[config.mk]
export PLATFORM = sky130hd
export DESIGN_NAME = encoder_to_relative_cc_unit
export DESIGN_NICKNAME = d
export VERILOG_FILES = /design/src/sv/ertcc_pkg.sv /design/src/sv/ertcc_front.sv /design/src/sv/ertcc_queue.sv /design/src/sv/ertcc_back.sv /design/src/sv/encoder_to_relative_cc_unit.sv
export SDC_FILE = /design/constraint.sdc
export NUM_CORES = 1
export LEC_CHECK = 0
export ABC_AREA = 0
export BUFFER_PORTS_ARGS = -buffer_cell sky130_fd_sc_hd__clkbuf_2
export CAP_MARGIN = 20
export CORE_MARGIN = 2
export CORE_UTILIZATION = 40
export DETAILED_ROUTE_END_ITERATION = 6
export HOLD_SLACK_MARGIN = 0.08
export PLACE_DENSITY_LB_ADDON = 0.1
export SYNTH_ARGS = -nofsm -noshare
export SYNTH_HDL_FRONTEND = slang
export SYNTH_HIERARCHICAL = 1
export SYNTH_SLANG_ARGS = --single-unit
[constraint.sdc]
create_clock -name i_clk -period 10.1 [get_ports i_clk]
set_input_delay 2.02 -clock i_clk [delete_from_list [all_inputs] [get_ports i_clk]]
set_output_delay 2.02 -clock i_clk [all_outputs]
set_load 0.02 [all_outputs]
[src/sv/ertcc_pkg.sv]
package ertcc_pkg;

    // messages per input item before the remainder waits for the next item
    localparam int MaxBurst = 16;
    localparam int BurstW   = $clog2(MaxBurst + 1);

    // command queue between front and back
    localparam int QDepth = 4;
    localparam int QAw    = $clog2(QDepth);

    // largest step count carried by one message
    localparam logic [3:0] StepClamp = 4'd15;

    // encoding modes
    localparam logic [1:0] ModeTwos    = 2'd0;
    localparam logic [1:0] ModeOffset  = 2'd1;
    localparam logic [1:0] ModeSignMag = 2'd2;

    // register indexes
    localparam logic [2:0] RegPps         = 3'd0;
    localparam logic [2:0] RegGain        = 3'd1;
    localparam logic [2:0] RegMode        = 3'd2;
    localparam logic [2:0] RegBaseChannel = 3'd3;
    localparam logic [2:0] RegBaseCtl     = 3'd4;
    localparam logic [2:0] RegBankChOff   = 3'd5;
    localparam logic [2:0] RegBankAddrOff = 3'd6;
    localparam logic [2:0] RegBankWidth   = 3'd7;

    typedef struct packed {
        logic [7:0] pps;
        logic [7:0] gain;
        logic [1:0] mode;
        logic [7:0] base_channel;
        logic [7:0] base_controller;
        logic [7:0] bank_channel_offset;
        logic [7:0] bank_address_offset;
        logic [7:0] bank_width;
    } t_cfg;

    // one message to emit: signed clamped step count and end-of-burst mark
    typedef struct packed {
        logic       neg;
        logic [3:0] mag;
        logic       last;
    } t_cmd;

endpackage

[src/sv/ertcc_front.sv]
module ertcc_front (
    input  logic                i_clk,
    input  logic                i_rst_n,
    input  ertcc_pkg::t_cfg     i_cfg,
    input  logic                i_valid,
    output logic                o_stall,
    input  logic signed [31:0]  i_encoder_position,
    output ertcc_pkg::t_cmd     o_cmd,
    output logic                o_push,
    input  logic                i_full
);
    import ertcc_pkg::*;

    localparam logic [1:0] StIdle  = 2'd0;
    localparam logic [1:0] StDiv   = 2'd1;
    localparam logic [1:0] StBurst = 2'd2;

    logic [1:0]         r_state;
    logic signed [31:0] r_pos;
    logic               r_neg;
    logic [31:0]        r_num;
    logic [7:0]         r_rem;
    logic [4:0]         r_cnt;
    logic [BurstW-1:0]  r_burst;

    logic [32:0]  diff;
    logic [32:0]  mag;
    logic [8:0]   trial;
    logic         ge;
    logic [8:0]   trial_sub;
    logic [7:0]   n_rem;
    logic [31:0]  n_num;
    logic [3:0]   chunk;
    logic         last;
    logic [11:0]  step_pulses;
    logic [31:0]  n_pos;
    logic         accept;

    assign accept = i_valid && (r_state == StIdle);
    assign o_stall = (r_state != StIdle);

    // exact 33-bit movement and its magnitude
    assign diff = {i_encoder_position[31], i_encoder_position} - {r_pos[31], r_pos};
    assign mag  = diff[32] ? (33'd0 - diff) : diff;

    // one restoring division bit per cycle
    assign trial     = {r_rem, r_num[31]};
    assign ge        = (trial >= {1'b0, i_cfg.pps});
    assign trial_sub = trial - {1'b0, i_cfg.pps};
    assign n_rem     = ge ? trial_sub[7:0] : trial[7:0];
    assign n_num     = {r_num[30:0], ge};

    // burst: one chunk of at most 15 steps per message
    assign chunk       = (r_num > 32'(StepClamp)) ? StepClamp : r_num[3:0];
    assign last        = (r_num <= 32'(StepClamp)) || (r_burst == BurstW'(MaxBurst - 1));
    assign step_pulses = chunk * i_cfg.pps;
    assign n_pos       = r_neg ? (r_pos - 32'(step_pulses)) : (r_pos + 32'(step_pulses));

    assign o_push    = (r_state == StBurst) && (r_num != 32'd0) && !i_full;
    assign o_cmd.neg  = r_neg;
    assign o_cmd.mag  = chunk;
    assign o_cmd.last = last;

    always_ff @(posedge i_clk) begin
        if (!i_rst_n) begin
            r_state <= StIdle;
            r_pos   <= '0;
        end else begin
            case (r_state)
                StIdle: begin
                    if (accept && (i_cfg.pps != 8'd0)) begin
                        r_neg   <= diff[32];
                        r_num   <= mag[31:0];
                        r_rem   <= '0;
                        r_cnt   <= '0;
                        r_burst <= '0;
                        r_state <= StDiv;
                    end
                end
                StDiv: begin
                    r_rem <= n_rem;
                    r_num <= n_num;
                    r_cnt <= r_cnt + 5'd1;
                    if (r_cnt == 5'd31) begin
                        r_state <= StBurst;
                    end
                end
                StBurst: begin
                    if (r_num == 32'd0) begin
                        r_state <= StIdle;
                    end else if (!i_full) begin
                        r_num   <= r_num - 32'(chunk);
                        r_pos   <= n_pos;
                        r_burst <= r_burst + BurstW'(1);
                        if (last) begin
                            r_state <= StIdle;
                        end
                    end
                end
                default: begin
                    r_state <= StIdle;
                end
            endcase
        end
    end

endmodule

[src/sv/ertcc_queue.sv]
module ertcc_queue (
    input  logic             i_clk,
    input  logic             i_rst_n,
    input  logic             i_push,
    input  ertcc_pkg::t_cmd  i_data,
    output logic             o_full,
    input  logic             i_pop,
    output ertcc_pkg::t_cmd  o_data,
    output logic             o_empty
);
    import ertcc_pkg::*;

    t_cmd           r_mem [QDepth];
    logic [QAw-1:0] r_wr;
    logic [QAw-1:0] r_rd;
    logic [QAw:0]   r_count;

    assign o_full  = (r_count == (QAw+1)'(QDepth));
    assign o_empty = (r_count == '0);
    assign o_data  = r_mem[r_rd];

    always_ff @(posedge i_clk) begin
        if (i_push) begin
            r_mem[r_wr] <= i_data;
        end
    end

    always_ff @(posedge i_clk) begin
        if (!i_rst_n) begin
            r_wr    <= '0;
            r_rd    <= '0;
            r_count <= '0;
        end else begin
            if (i_push) begin
                r_wr <= r_wr + QAw'(1);
            end
            if (i_pop) begin
                r_rd <= r_rd + QAw'(1);
            end
            r_count <= r_count + (QAw+1)'(i_push) - (QAw+1)'(i_pop);
        end
    end

`ifndef SYNTHESIS
    a_no_overflow: assert property (@(posedge i_clk) disable iff (!i_rst_n)
        !(i_push && o_full))
        else $error("queue push while full");
    a_no_underflow: assert property (@(posedge i_clk) disable iff (!i_rst_n)
        !(i_pop && o_empty))
        else $error("queue pop while empty");
    a_count_bound: assert property (@(posedge i_clk) disable iff (!i_rst_n)
        r_count <= (QAw+1)'(QDepth))
        else $error("queue count beyond depth");
    a_count_track: assert property (@(posedge i_clk) disable iff (!i_rst_n)
        (i_push && !i_pop) |=> (r_count == $past(r_count) + (QAw+1)'(1)))
        else $error("queue count lost a push");
`endif

endmodule

[src/sv/ertcc_back.sv]
module ertcc_back (
    input  logic             i_clk,
    input  logic             i_rst_n,
    input  ertcc_pkg::t_cfg  i_cfg,
    input  ertcc_pkg::t_cmd  i_cmd,
    input  logic             i_empty,
    output logic             o_pop,
    output logic             o_valid,
    input  logic             i_stall,
    output logic [7:0]       o_out_channel,
    output logic [7:0]       o_out_controller,
    output logic [6:0]       o_cc_value,
    output logic             o_last_of_burst
);
    import ertcc_pkg::*;

    function automatic logic [6:0] encode_cc(input logic [7:0] b, input logic [1:0] mode);
        logic [7:0] m;
        logic [6:0] res;
        m = b[7] ? (8'd0 - b) : b;
        case (mode)
            ModeTwos:    res = b[6:0];
            ModeOffset:  res = b[6:0] + 7'd64;
            ModeSignMag: res = {b[7], m[5:0]};
            default:     res = 7'd0;
        endcase
        return res;
    endfunction

    logic              r_valid;
    logic [7:0]        r_channel;
    logic [7:0]        r_controller;
    logic [6:0]        r_cc;
    logic              r_last;

    logic              load;
    logic signed [4:0] steps_s;
    logic signed [12:0] scaled;
    logic [15:0]       ch_mul;
    logic [15:0]       ctl_mul;

    assign load  = !i_empty && (!r_valid || !i_stall);
    assign o_pop = load;

    assign steps_s = i_cmd.neg ? -$signed({1'b0, i_cmd.mag}) : $signed({1'b0, i_cmd.mag});
    assign scaled  = steps_s * $signed(i_cfg.gain);
    assign ch_mul  = i_cfg.bank_channel_offset * i_cfg.bank_width;
    assign ctl_mul = i_cfg.bank_address_offset * i_cfg.bank_width;

    always_ff @(posedge i_clk) begin
        if (!i_rst_n) begin
            r_valid <= 1'b0;
        end else if (load) begin
            r_valid <= 1'b1;
        end else if (!i_stall) begin
            r_valid <= 1'b0;
        end
    end

    always_ff @(posedge i_clk) begin
        if (load) begin
            r_channel    <= i_cfg.base_channel + ch_mul[7:0];
            r_controller <= i_cfg.base_controller + ctl_mul[7:0];
            r_cc         <= encode_cc(scaled[7:0], i_cfg.mode);
            r_last       <= i_cmd.last;
        end
    end

    assign o_valid          = r_valid;
    assign o_out_channel    = r_channel;
    assign o_out_controller = r_controller;
    assign o_cc_value       = r_cc;
    assign o_last_of_burst  = r_last;

endmodule

[src/sv/encoder_to_relative_cc_unit.sv]
// flow: each accepted item runs the front's 32-step divider, then its burst state, which gives
//   one message per cycle while the command queue is not full, up to 16 messages per item;
//   the front takes no new item until it is back in idle, an item with a zero divisor passes
//   with no message, and output stalls hold the front up once queue and output register fill
// reset (i_rst_n low, synchronous): registers to their defaults, reported position to 0,
//   command queue and output register emptied
module encoder_to_relative_cc_unit (
    input  logic               i_clk,
    input  logic               i_rst_n,
    // configuration write port
    input  logic               i_cfg_we,
    input  logic [2:0]         i_cfg_index,
    input  logic [7:0]         i_cfg_data,
    // input item channel
    input  logic               i_valid,
    output logic               o_stall,
    input  logic signed [31:0] i_encoder_position,
    // result item channel
    output logic               o_valid,
    input  logic               i_stall,
    output logic [7:0]         o_out_channel,
    output logic [7:0]         o_out_controller,
    output logic [6:0]         o_cc_value,
    output logic               o_last_of_burst
);
    import ertcc_pkg::*;

    // configuration registers
    t_cfg r_cfg;

    // front to queue, queue to back
    t_cmd front_cmd;
    logic front_push;
    logic q_full;
    t_cmd q_cmd;
    logic q_empty;
    logic back_pop;

    always_ff @(posedge i_clk) begin
        if (!i_rst_n) begin
            r_cfg.pps                 <= 8'd4;
            r_cfg.gain                <= 8'd1;
            r_cfg.mode                <= ModeTwos;
            r_cfg.base_channel        <= 8'd1;
            r_cfg.base_controller     <= 8'd0;
            r_cfg.bank_channel_offset <= 8'd0;
            r_cfg.bank_address_offset <= 8'd0;
            r_cfg.bank_width          <= 8'd1;
        end else if (i_cfg_we) begin
            case (i_cfg_index)
                RegPps:         r_cfg.pps                 <= i_cfg_data;
                RegGain:        r_cfg.gain                <= i_cfg_data;
                RegMode:        r_cfg.mode                <= i_cfg_data[1:0];
                RegBaseChannel: r_cfg.base_channel        <= i_cfg_data;
                RegBaseCtl:     r_cfg.base_controller     <= i_cfg_data;
                RegBankChOff:   r_cfg.bank_channel_offset <= i_cfg_data;
                RegBankAddrOff: r_cfg.bank_address_offset <= i_cfg_data;
                RegBankWidth:   r_cfg.bank_width          <= i_cfg_data;
                default: begin
                end
            endcase
        end
    end

    // front: takes the item, divides the movement, splits it into message commands
    ertcc_front u_front (
        .i_clk              (i_clk),
        .i_rst_n            (i_rst_n),
        .i_cfg              (r_cfg),
        .i_valid            (i_valid),
        .o_stall            (o_stall),
        .i_encoder_position (i_encoder_position),
        .o_cmd              (front_cmd),
        .o_push             (front_push),
        .i_full             (q_full)
    );

    // short command queue so a stalled output does not hold up the divider
    ertcc_queue u_queue (
        .i_clk   (i_clk),
        .i_rst_n (i_rst_n),
        .i_push  (front_push),
        .i_data  (front_cmd),
        .o_full  (q_full),
        .i_pop   (back_pop),
        .o_data  (q_cmd),
        .o_empty (q_empty)
    );

    // back: scales, encodes and registers each message
    ertcc_back u_back (
        .i_clk            (i_clk),
        .i_rst_n          (i_rst_n),
        .i_cfg            (r_cfg),
        .i_cmd            (q_cmd),
        .i_empty          (q_empty),
        .o_pop            (back_pop),
        .o_valid          (o_valid),
        .i_stall          (i_stall),
        .o_out_channel    (o_out_channel),
        .o_out_controller (o_out_controller),
        .o_cc_value       (o_cc_value),
        .o_last_of_burst  (o_last_of_burst)
    );

endmodule

== Word-level counts from Yosys, hierarchy flattened ==
Memory sizes are Yosys's and may differ from the RTL's. A register that Yosys moved wholly into a read port is not among the register bits.
Cells that the tools add are included.

* Register bits after elaboration: 175
* Memory bits (writable): 24
* Bits of input ports: 48
* Output and inout bits: 26
* Word-level logic and storage cells: 137
* Memories: 1

* $add $sub $neg: 17
* Multiply operators: 4
* $lt $le $gt $ge: 3
* Eq/ne operators: 21
* Mux-type cells: 30
* Bitwise logic cells: 2
* Reductions and logical operators: 36

{| class="wikitable"
|+ Memory list
! name !! words !! bits a word !! read ports !! clocked after memory_dff !! write ports !! RTL line !! source
|-
| u_queue.r_mem || 4 || 6 || 1 || 1 || 1 || ertcc_queue.sv:13 || <nowiki>t_cmd r_mem [QDepth];</nowiki>
|}

{| class="wikitable"
|+ Operators with widths
! kind !! number
|-
| two-way mux 32 bit || 5
|-
| case mux 32 bit (3 select lines) || 1
|-
| subtractor 32 x 32 -> 33 bit || 1
|-
| adder 32 x 12 -> 32 bit || 1
|-
| greater-than comparator 32 x 4 -> 1 bit (second input constant) || 1
|-
| less-or-equal comparator 32 x 4 -> 1 bit (second input constant) || 1
|-
| logical NOT 32 bit || 1
|-
| nonzero test 32 bit || 1
|-
| subtractor 1 x 32 -> 32 bit (first input constant) || 1
|-
| subtractor 32 x 12 -> 32 bit || 1
|-
| subtractor 32 x 4 -> 32 bit || 1
|-
| case mux 7 bit (3 select lines) || 1
|-
| two-way mux 5 bit || 4
|-
| case mux 5 bit (2 select lines) || 2
|-
| adder 8 bit || 2
|-
| multiplier 8 x 8 -> 8 bit || 2
|-
| two-way mux 8 bit || 2
|-
| case mux 8 bit (2 select lines) || 1
|-
| AND reduction 2 bit || 8
|-
| equality test 3 bit (second input constant) || 5
|-
| two-way mux 2 bit || 7
|-
| multiplier 4 x 8 -> 12 bit || 1
|-
| adder 5 x 1 -> 5 bit (second input constant) || 2
|-
| AND reduction 5 bit || 2
|-
| 34 further kinds || 59
|}

== Longest topological paths before layout ==
Gate-level depths: netlist (run 1).

* Word-level depth: 6
* Gate-level depth with buffers: 33
* Depth with buffers taken out: 31

== Hierarchy ==
Netlist (run 1), hierarchy kept.

{| class="wikitable"
|+ By module, submodules not included
! module !! instances !! cells an instance !! area each (µm²) !! seq. area each (µm²)
|-
| ertcc_front || 1 || 1338 || 10537.6 || 2212.1
|-
| ertcc_back || 1 || 419 || 3971.3 || 740.7
|-
| encoder_to_relative_cc_unit || 1 || 206 || 2165.8 || 1161.1
|-
| ertcc_queue || 1 || 74 || 1310.0 || 900.9
|}

== Worst setup path after synthesis (run 1) ==
No wires, ideal clock.

* Path type: register to register
* Start: reg u_front.r_num[12]
* End: reg u_front.r_pos[31]
* Setup time: 72 ps
* Arrival: 7750 ps
* Data required time: 10028 ps
* Setup slack: 2278 ps
* Stages on the path, launching flop included: 33
* Path buffers: 3
* Period minus slack after synthesis: 7822 ps
* Path through: edfxtp_1 -> nor4_1 -> nand2b_1 -> or4_1 -> buf_2 -> clkbuf_1 -> nor2_1 -> nor2_1 -> fa_1 -> inv_1 -> fa_1 -> inv_1 -> ha_1 -> nor2b_1 -> o31a_1 -> o311ai_0 -> a21oi_1 -> xnor2_1 -> and4_1 -> buf_2 -> ha_1 -> a21oi_1 -> ha_1 -> and3_1 -> nand3_1 -> a211oi_1 -> nor2_1 -> o21ai_0 -> a311oi_1 -> o21ba_2 -> nor4bb_1 -> nor4b_2 -> mux2i_1

* Cells in the longest elaborated chain, start to end: 5
* Elaborated cells between the ends (all ways): 9
* Classes of those cells: add/sub: 2; mul: 1; order compare: 1; mux: 2; bitwise: 1; reduce/logical: 2

{| class="wikitable"
|+ Ends and longest elaborated chain
! what !! RTL line !! source
|-
| start, declared || ertcc_front.sv:21 || <nowiki>logic [31:0] r_num;</nowiki>
|-
| start signal, assigned || ertcc_front.sv:73 || <nowiki>r_num <= mag[31:0];</nowiki>
|-
| start signal, assigned || ertcc_front.sv:82 || <nowiki>r_num <= n_num;</nowiki>
|-
| start signal, assigned || ertcc_front.sv:92 || <nowiki>r_num <= r_num - 32'(chunk);</nowiki>
|-
| greater-than comparator 32 x 4 -> 1 bit || ertcc_front.sv:54 || <nowiki>assign chunk = (r_num > 32'(StepClamp)) ? StepClamp : r_num[3:0];</nowiki>
|-
| two-way mux 4 bit || ertcc_front.sv:54 ||
|-
| multiplier 4 x 8 -> 12 bit || ertcc_front.sv:56 || <nowiki>assign step_pulses = chunk * i_cfg.pps;</nowiki>
|-
| adder 32 x 12 -> 32 bit / subtractor 32 x 12 -> 32 bit (equally long branches) || ertcc_front.sv:57 || <nowiki>assign n_pos = r_neg ? (r_pos - 32'(step_pulses)) : (r_pos + 32'(step_pulses));</nowiki>
|-
| two-way mux 32 bit || ertcc_front.sv:57 ||
|-
| end signal, assigned || ertcc_front.sv:93 || <nowiki>r_pos <= n_pos;</nowiki>
|-
| end, declared || ertcc_front.sv:19 || <nowiki>logic signed [31:0] r_pos;</nowiki>
|}

Parallel ways exist; a longest one is shown, timed or not.
A chain may end at the register's enable or synchronous reset.

== Final worst setup path (run 1) ==
* Start: reg u_front.r_num[15]
* End: reg u_front.r_pos[31]

The elaborated chain is that of the path after synthesis.

==> results of run 1 <==
-- stage by stage --
step,hold slack (ns),power (mW)
2_1_floorplan,0.4335,2.589
3_3_place_gp,0.4447,3.012
3_5_place_dp,0.4474,3.032
4_1_cts,0.4573,4.060
5_1_grt,0.4786,4.315
6_report,0.4543,4.008
-- synth_stat cells (15+ instances only) --
cell type and instances:
nand2b_1 16, buf_2 17, nor2b_1 28, edfxtp_1 99
mux2i_1 76, nand4_1 15, a21o_1 52, o21ai_0 51
dfxtp_1 102, and2_1 62, nand2_1 247, nor4_1 17
a221oi_1 27, a21oi_1 118, inv_1 209, xor2_1 41
ha_1 155, nor3_1 29, or3_1 17, xnor2_1 107
and3_1 25, clkbuf_1 53, fa_1 64, nor2_1 119
nand3_1 38, a31oi_1 17
-- routing by layer --
layer  vias up  part of all wire [%]
met4         0                   2.7
met3        64                   3.6
met1      6949                    46
li1       7208                     -
met2       274                    48
met5         -                     0
-- worst min path at each step --
stage                           end  depth (start not counted)
after floorplan           r_cfg[40]                          2
after global placement    r_cfg[33]                          2
after detailed placement  r_cfg[35]                          2
after CTS                 r_cfg[35]                          2
after global routing      r_cfg[37]                          2
final                     r_cfg[35]                          2
-- cells by family after synthesis --
family | Yosys count | share of synthesized area (%)
AND/OR/NAND/NOR | 673 | 18.67
adder cells (fa/ha/maj) | 219 | 17.91
multiplexers | 87 | 5.315
flip-flops | 201 | 27.88
buffers and inverters | 287 | 6.296
AO/OA/AOI/OAI | 417 | 16.15
XOR/XNOR | 153 | 7.778
-- placed cells by master, fill, tap and decap left out, types with 7 or more instances in the layout --
master and count:
nand2_1 247, inv_1 209, ha_1 155, nor2_1 118
a21oi_1 117, xnor2_1 107, dfxtp_1 102, edfxtp_1 99
mux2i_1 76, clkbuf_2 73, fa_1 64, and2_1 62
a21o_1 52, o21ai_0 51, xor2_1 41, nand3_1 38
nor3_1 29, nor2b_1 28, clkbuf_16 27, a221oi_1 27
and3_1 25, or3_1 17, nor4_1 17, a31oi_1 17
nand2b_1 16, nand4_1 15, o21a_1 14, o211ai_1 13
o31ai_1 12, o21bai_1 12, buf_4 10, or2_2 10
a211oi_1 10, a211o_1 8, clkinv_2 7
-- final cells by class --
cell class	instances	area (µm²)
fill	4460	24550
multi-input combinational	1549	11850
tap	592	740.7
clock inverter	19	225.2
timing repair buffer	84	451.7
inverter	210	788.3
sequential	201	5015
clock buffer	31	690.7
-- worst max-delay path, delay by kind of cell (launching register included) --
family / cells / cell delay, ns
AND/OR/NAND/NOR: 12 / 3.13
AO/OA/AOI/OAI: 8 / 2.50
adder cells (fa/ha/maj): 5 / 1.89
flip-flops: 1 / 0.47
buffers and inverters: 3 / 0.30
XOR/XNOR: 1 / 0.29
multiplexers: 1 / 0.21
-- power by group through the flow --
stage,Clock [mW],Sequential (mW),Combinational [mW]
final,0.999,1.25,1.75
after global routing,1.06,1.28,1.97
after CTS,1.03,1.26,1.77
after detailed placement,0,1.27,1.76
after global placement,0,1.27,1.75
after floorplan,0,1.29,1.30
-- sequential cells by signal, summed over array words and instances, names as in the netlist, 5 cells and up, named ones only --
register and count:
r_cfg 58, u_front/r_num 32, u_front/r_pos 32, u_queue/r_mem 24, u_back/o_out_channel 8, u_back/o_out_controller 8
u_front/r_rem 8, u_back/o_cc_value 7, u_front/r_burst 5, u_front/r_cnt 5
==> results.json, run 1 <==
{
  "synth.lib_cells_used.distinct": 106,
  "crit_slowest_cell": "fa_1",
  "post_synth_instance_area_um2": 17980,
  "insertedDiodeCount": 0,
  "critical_r2r_capture": "u_front/r_pos[31]",
  "vias": 14500,
  "worst_setup_path_endpoint": "u_front/r_pos[31]",
  "grt_use_total_pct": 19.58,
  "grt_first_pass_wirelength_um": 75080,
  "postCtsHoldBufs": 0,
  "clk_pin_slew_ns": 0.06,
  "worst_hold_path_type": "reg -> reg",
  "post_synth_main_area_contributors": "edfxtp_1 17%, dfxtp_1 11%, ha_1 11%",
  "worstPathMaxFanout": 14,
  "regToRegStartpoint": "u_front/r_num[15]",
  "synth_area_per_cell_um2": 8.829,
  "worst_setup_path_end_kind": "flop",
  "design.die.area_um2": 46670,
  "placedCellCount": 2635,
  "syn_nets": 2304,
  "startpoint": "u_front/r_num[15]",
  "setup_viol_count_final": 0,
  "drv_cap": 0,
  "grt_remaining_overflow": 0,
  "preCtsSetupSlack_ns": 1.324,
  "antenna_violating_nets_post_route": 0,
  "report.final.slew_viol_count": 0,
  "cts.repair_timing.setup_buffer_count": 0,
  "power.share.switching_pct": 39.57,
  "setup_ws_ns": 1.234,
  "hold_path_startpoint": "r_cfg[35]",
  "grt_util_met1_pct": 25.62,
  "numCtsBuffers": 27,
  "critPathLaunchType": "flop",
  "async_reset_ff_share_pct": 0,
  "crit_arrival_ns": 9.35,
  "layout_min_cycle_time_ns": 8.866,
  "share_comb_of_total_power_pct": 43.8,
  "pwr-share-seq_pct": 31.3,
  "post_route_cells_drive_above_1_share_pct": 8.787,
  "p_switching_mw": 1.586,
  "max-slew-margin-rel_pct": 38.31,
  "seq_area_frac_synth_pct": 27.88,
  "power_dens_cells_nw_per_um2": 202.8,
  "grt_most_used_layer": "met2",
  "ff2ff_setup_slack_ns": 1.23,
  "ys.warnings.count": 6,
  "post-route-cell-area_um2": 19760,
  "clock-skew-final_ns": 0.02890,
  "die_height_um": 216.0,
  "grt_start_max_net_pins": 78,
  "htree_levels": 1,
  "clockRootBuffer": "clkbuf_16",
  "clockBufferDepth": 3,
  "gp_congestion": 0.8581,
  "fraction_of_synthesized_cell_area_taken_by_the_top_area_cell_type_pct": 16.53,
  "start_util_pct": 40.58,
  "layout_cells_excl_fill": 2686,
  "nNetsFinal": 2340,
  "tightestPinTransition_ns": 0.9254,
  "routed_wl_um": 45470,
  "grt.met2_usage_pct": 33.92,
  "worst_skew_pair.late_latency_ns": 0.56,
  "finalSetupTns_ns": 0,
  "worstRegToRegCells": 30,
  "finalHoldViolations": 0,
  "top_level_ports": 74,
  "static-leakage-power_nw": 8.592,
  "worstSetupPathType": "reg -> reg",
  "grt_antenna_before_repair": 0,
  "port_buffers": 73,
  "synth-main-ff-cell": "dfxtp_1",
  "postLayoutCoreUtil_pct": 44.59,
  "numClockSinks": 201,
  "drt-wirelength-per-cell_um": 16.93,
  "hpwl_um": 34810,
  "number_of_flops_mapped_to_enable_cells_by_yosys": 99,
  "power.clock.fraction_pct": 24.9,
  "drt_iter0_markers": 793,
  "grt_util_met3_pct": 2.128,
  "tritoncts_clock_tree": "yes",
  "maxClockFrequency_ghz": 0.1128,
  "cts_resized": 0,
  "detail_route.vias_per_cell": 5.397,
  "placement.cell_area_um2": 18840,
  "synth.ff_latch_count": 201,
  "synth_largest_area_cell": "edfxtp_1",
  "internal_power_mw": 2.422,
  "min_period_over_period_pct": 87.78,
  "postSynthCellCount": 2037,
  "coreArea_um2": 44320,
  "status": "complete, no violations",
  "die_width_um": 216.0,
  "placement_rows": 77,
  "power.ir.vdd_worst_v": 0.0001260,
  "required_time_at_the_worst_slack_endpoint_ns": 10.58,
  "layout-area-overhead-vs-synth_pct": 9.886,
  "number_of_global_route_vias_before_repair": 14440,
  "critPathMaxStageDelay_ns": 0.54,
  "rsz0062_at_grt": "no",
  "drt_pre_antenna_iters": 6,
  "drc": 0
}
(Power assumes the default switching activity.)
==> run 2: changes to the inputs <==
==> constraint.sdc (replaced) <==
create_clock -name i_clk -period 9.4 [get_ports i_clk]
set_input_delay 1.88 -clock i_clk [delete_from_list [all_inputs] [get_ports i_clk]]
set_output_delay 1.88 -clock i_clk [all_outputs]
set_load 0.02 [all_outputs]
==> run 2 against run 1 <==
  * Flip-flop and latch count stayed put
  * Design area is 0.25% lower
  * Combinational power is 8% higher
  * Cell count hardly changed
  * Clock-buffer cell count is 1 higher
  * Maximum frequency is 3.0% higher
  * Sequential power is 8% higher
  * Die area stayed put
  * Utilization is 0.11 points lower
  * Register-to-register slack worse by 0.45 ns
  * Via count hardly changed
  * Routed wire length is 0.74% higher
  * Critical path type unchanged
  * Critical endpoint unchanged
==> results.json, run 2 (synthesized netlist as in run 1, its figures left out) <==
{
  "routed.top_layer": "met4",
  "tritoncts_clock_tree": "yes",
  "detail_route.vias_per_cell": 5.397,
  "start_util_pct": 40.58,
  "placement.cell_area_um2": 18860,
  "grt_use_total_pct": 19.67,
  "wl_met2_um": 21900,
  "clockRootBuffer": "clkbuf_16",
  "setup_ws_ns": 0.7881,
  "numCtsBuffers": 27,
  "worstPathMaxFanout": 8,
  "worst_setup_path_end_kind": "flop",
  "worst_hold_path_type": "reg -> reg",
  "cts_resized": 0,
  "grt_start_max_net_pins": 78,
  "drt_pre_antenna_iters": 7,
  "flip_flop_count_of_the_largest_register_all_copies_and_words_added": 58,
  "die_width_um": 216.0,
  "placement_rows": 77,
  "required_time_at_the_worst_slack_endpoint_ns": 9.85,
  "grt_first_pass_wirelength_um": 75140,
  "die_height_um": 216.0,
  "layout-area-overhead-vs-synth_pct": 9.615,
  "clk_pin_slew_ns": 0.06,
  "nNetsFinal": 2342,
  "whs_path_depth": 2,
  "numClockSinks": 201,
  "insertedDiodeCount": 0,
  "coreArea_um2": 44320,
  "layout_common_cells": "247 x nand2_1, 209 x inv_1, 155 x ha_1, 117 x a21oi_1, 117 x nor2_1",
  "critPathMaxStageDelay_ns": 0.71,
  "report.final.slew_viol_count": 0,
  "critical_path_buf_inv_count": 3,
  "htree_levels": 1,
  "status": "complete, no violations",
  "post_route_cells_drive_above_1_share_pct": 9.017,
  "cts.repair_timing.setup_buffer_count": 0,
  "n_fill_cell": 4400,
  "top_register": "r_cfg",
  "drc": 0,
  "layout_min_cycle_time_ns": 8.612,
  "top_level_ports": 74,
  "grt_remaining_overflow": 0,
  "preCtsSetupSlack_ns": 0.7101,
  "wl_met3_um": 1755,
  "critPathLaunchType": "flop",
  "drt-wirelength-per-cell_um": 17.04,
  "antenna_violating_nets_post_route": 0,
  "port_buffers": 73,
  "grt_antenna_before_repair": 0,
  "clock-skew-final_ns": 0.02125,
  "gp_congestion": 0.8792,
  "post-route-cell-area_um2": 19710,
  "crit_arrival_ns": 9.06,
  "crit_slowest_cell": "or4_1",
  "drt-met1-wl_um": 21000,
  "top_registers": "r_cfg x58, u_front/r_num x32, u_front/r_pos x32",
  "rsz0062_at_grt": "no",
  "vias": 14510,
  "tightestPinTransition_ns": 0.8933,
  "drt_iter0_markers": 714,
  "min_period_over_period_pct": 91.62,
  "power_dens_cells_nw_per_um2": 214.3,
  "layout_cells_excl_fill": 2688,
  "finalHoldViolations": 0,
  "mostFrequentLayoutCell": "nand2_1",
  "postLayoutCoreUtil_pct": 44.48,
  "max-slew-margin-rel_pct": 40.45,
  "worstSetupPathType": "reg -> reg",
  "design.die.area_um2": 46670,
  "postCtsHoldBufs": 0,
  "number_of_global_route_vias_before_repair": 14470,
  "clockBufferDepth": 3,
  "routed_wl_um": 45810,
  "drv_cap": 0,
  "setup_viol_count_final": 0,
  "critPathTopFamily": "simple AND/OR/NAND/NOR gates",
  "critical_path_cell_count": 30,
  "static-leakage-power_nw": 8.567,
  "maxClockFrequency_ghz": 0.1161,
  "worstRegToRegCells": 30,
  "finalSetupTns_ns": 0,
  "power.ir.vdd_worst_v": 0.0001571,
  "placedCellCount": 2638,
  "worst_skew_pair.late_latency_ns": 0.57,
  "hpwl_um": 35060
}
## run 2: stage by stage
stage,power (mW),hold slack (ns)
after CTS,4.271,0.4580
after floorplan,2.782,0.4335
after detailed placement,3.257,0.4479
final,4.224,0.4558
after global placement,3.237,0.4446
after global routing,4.543,0.4810
## run 2: where the power goes
group / switching (mW) / internal, mW
sequential: 0.158 / 1.19
combinational: 1.14 / 0.749
clock: 0.438 / 0.549
total: 1.73 / 2.49
## run 2: path summary, 6_finish.rpt
kind,startpoint,endpoint,slack (ns)
max reg2reg,u_front/r_num[12],u_front/r_pos[31],0.79
max,u_front/r_num[12],u_front/r_pos[31],0.79
min reg2reg,r_cfg[33],r_cfg[33],0.46
min,r_cfg[33],r_cfg[33],0.46
## run 2: layout make-up
type                       instances  area (µm²)  share of cell area (%)
clock inverter                    18       148.9                  0.7553
tap                              592       740.7                   3.757
timing repair buffer              86       462.9                   2.348
clock buffer                      32       704.4                   3.573
sequential                       201        5015                   25.44
multi-input combinational       1549       11850                   60.13
inverter                         210       788.3                   3.998
## run 2: tightest hold or removal path: stages, from the launching register on
cell     delay [ns]
dfxtp_1        0.31
nand2_1        0.05
mux2i_1        0.05
## run 2: per-layer routing
layer | GRT usage (%) | vias up
met5 | 0 | -
met4 | 5.434 | 0
met3 | 2.678 | 66
met2 | 34.16 | 262
met1 | 25.52 | 6949
li1 | - | 7229
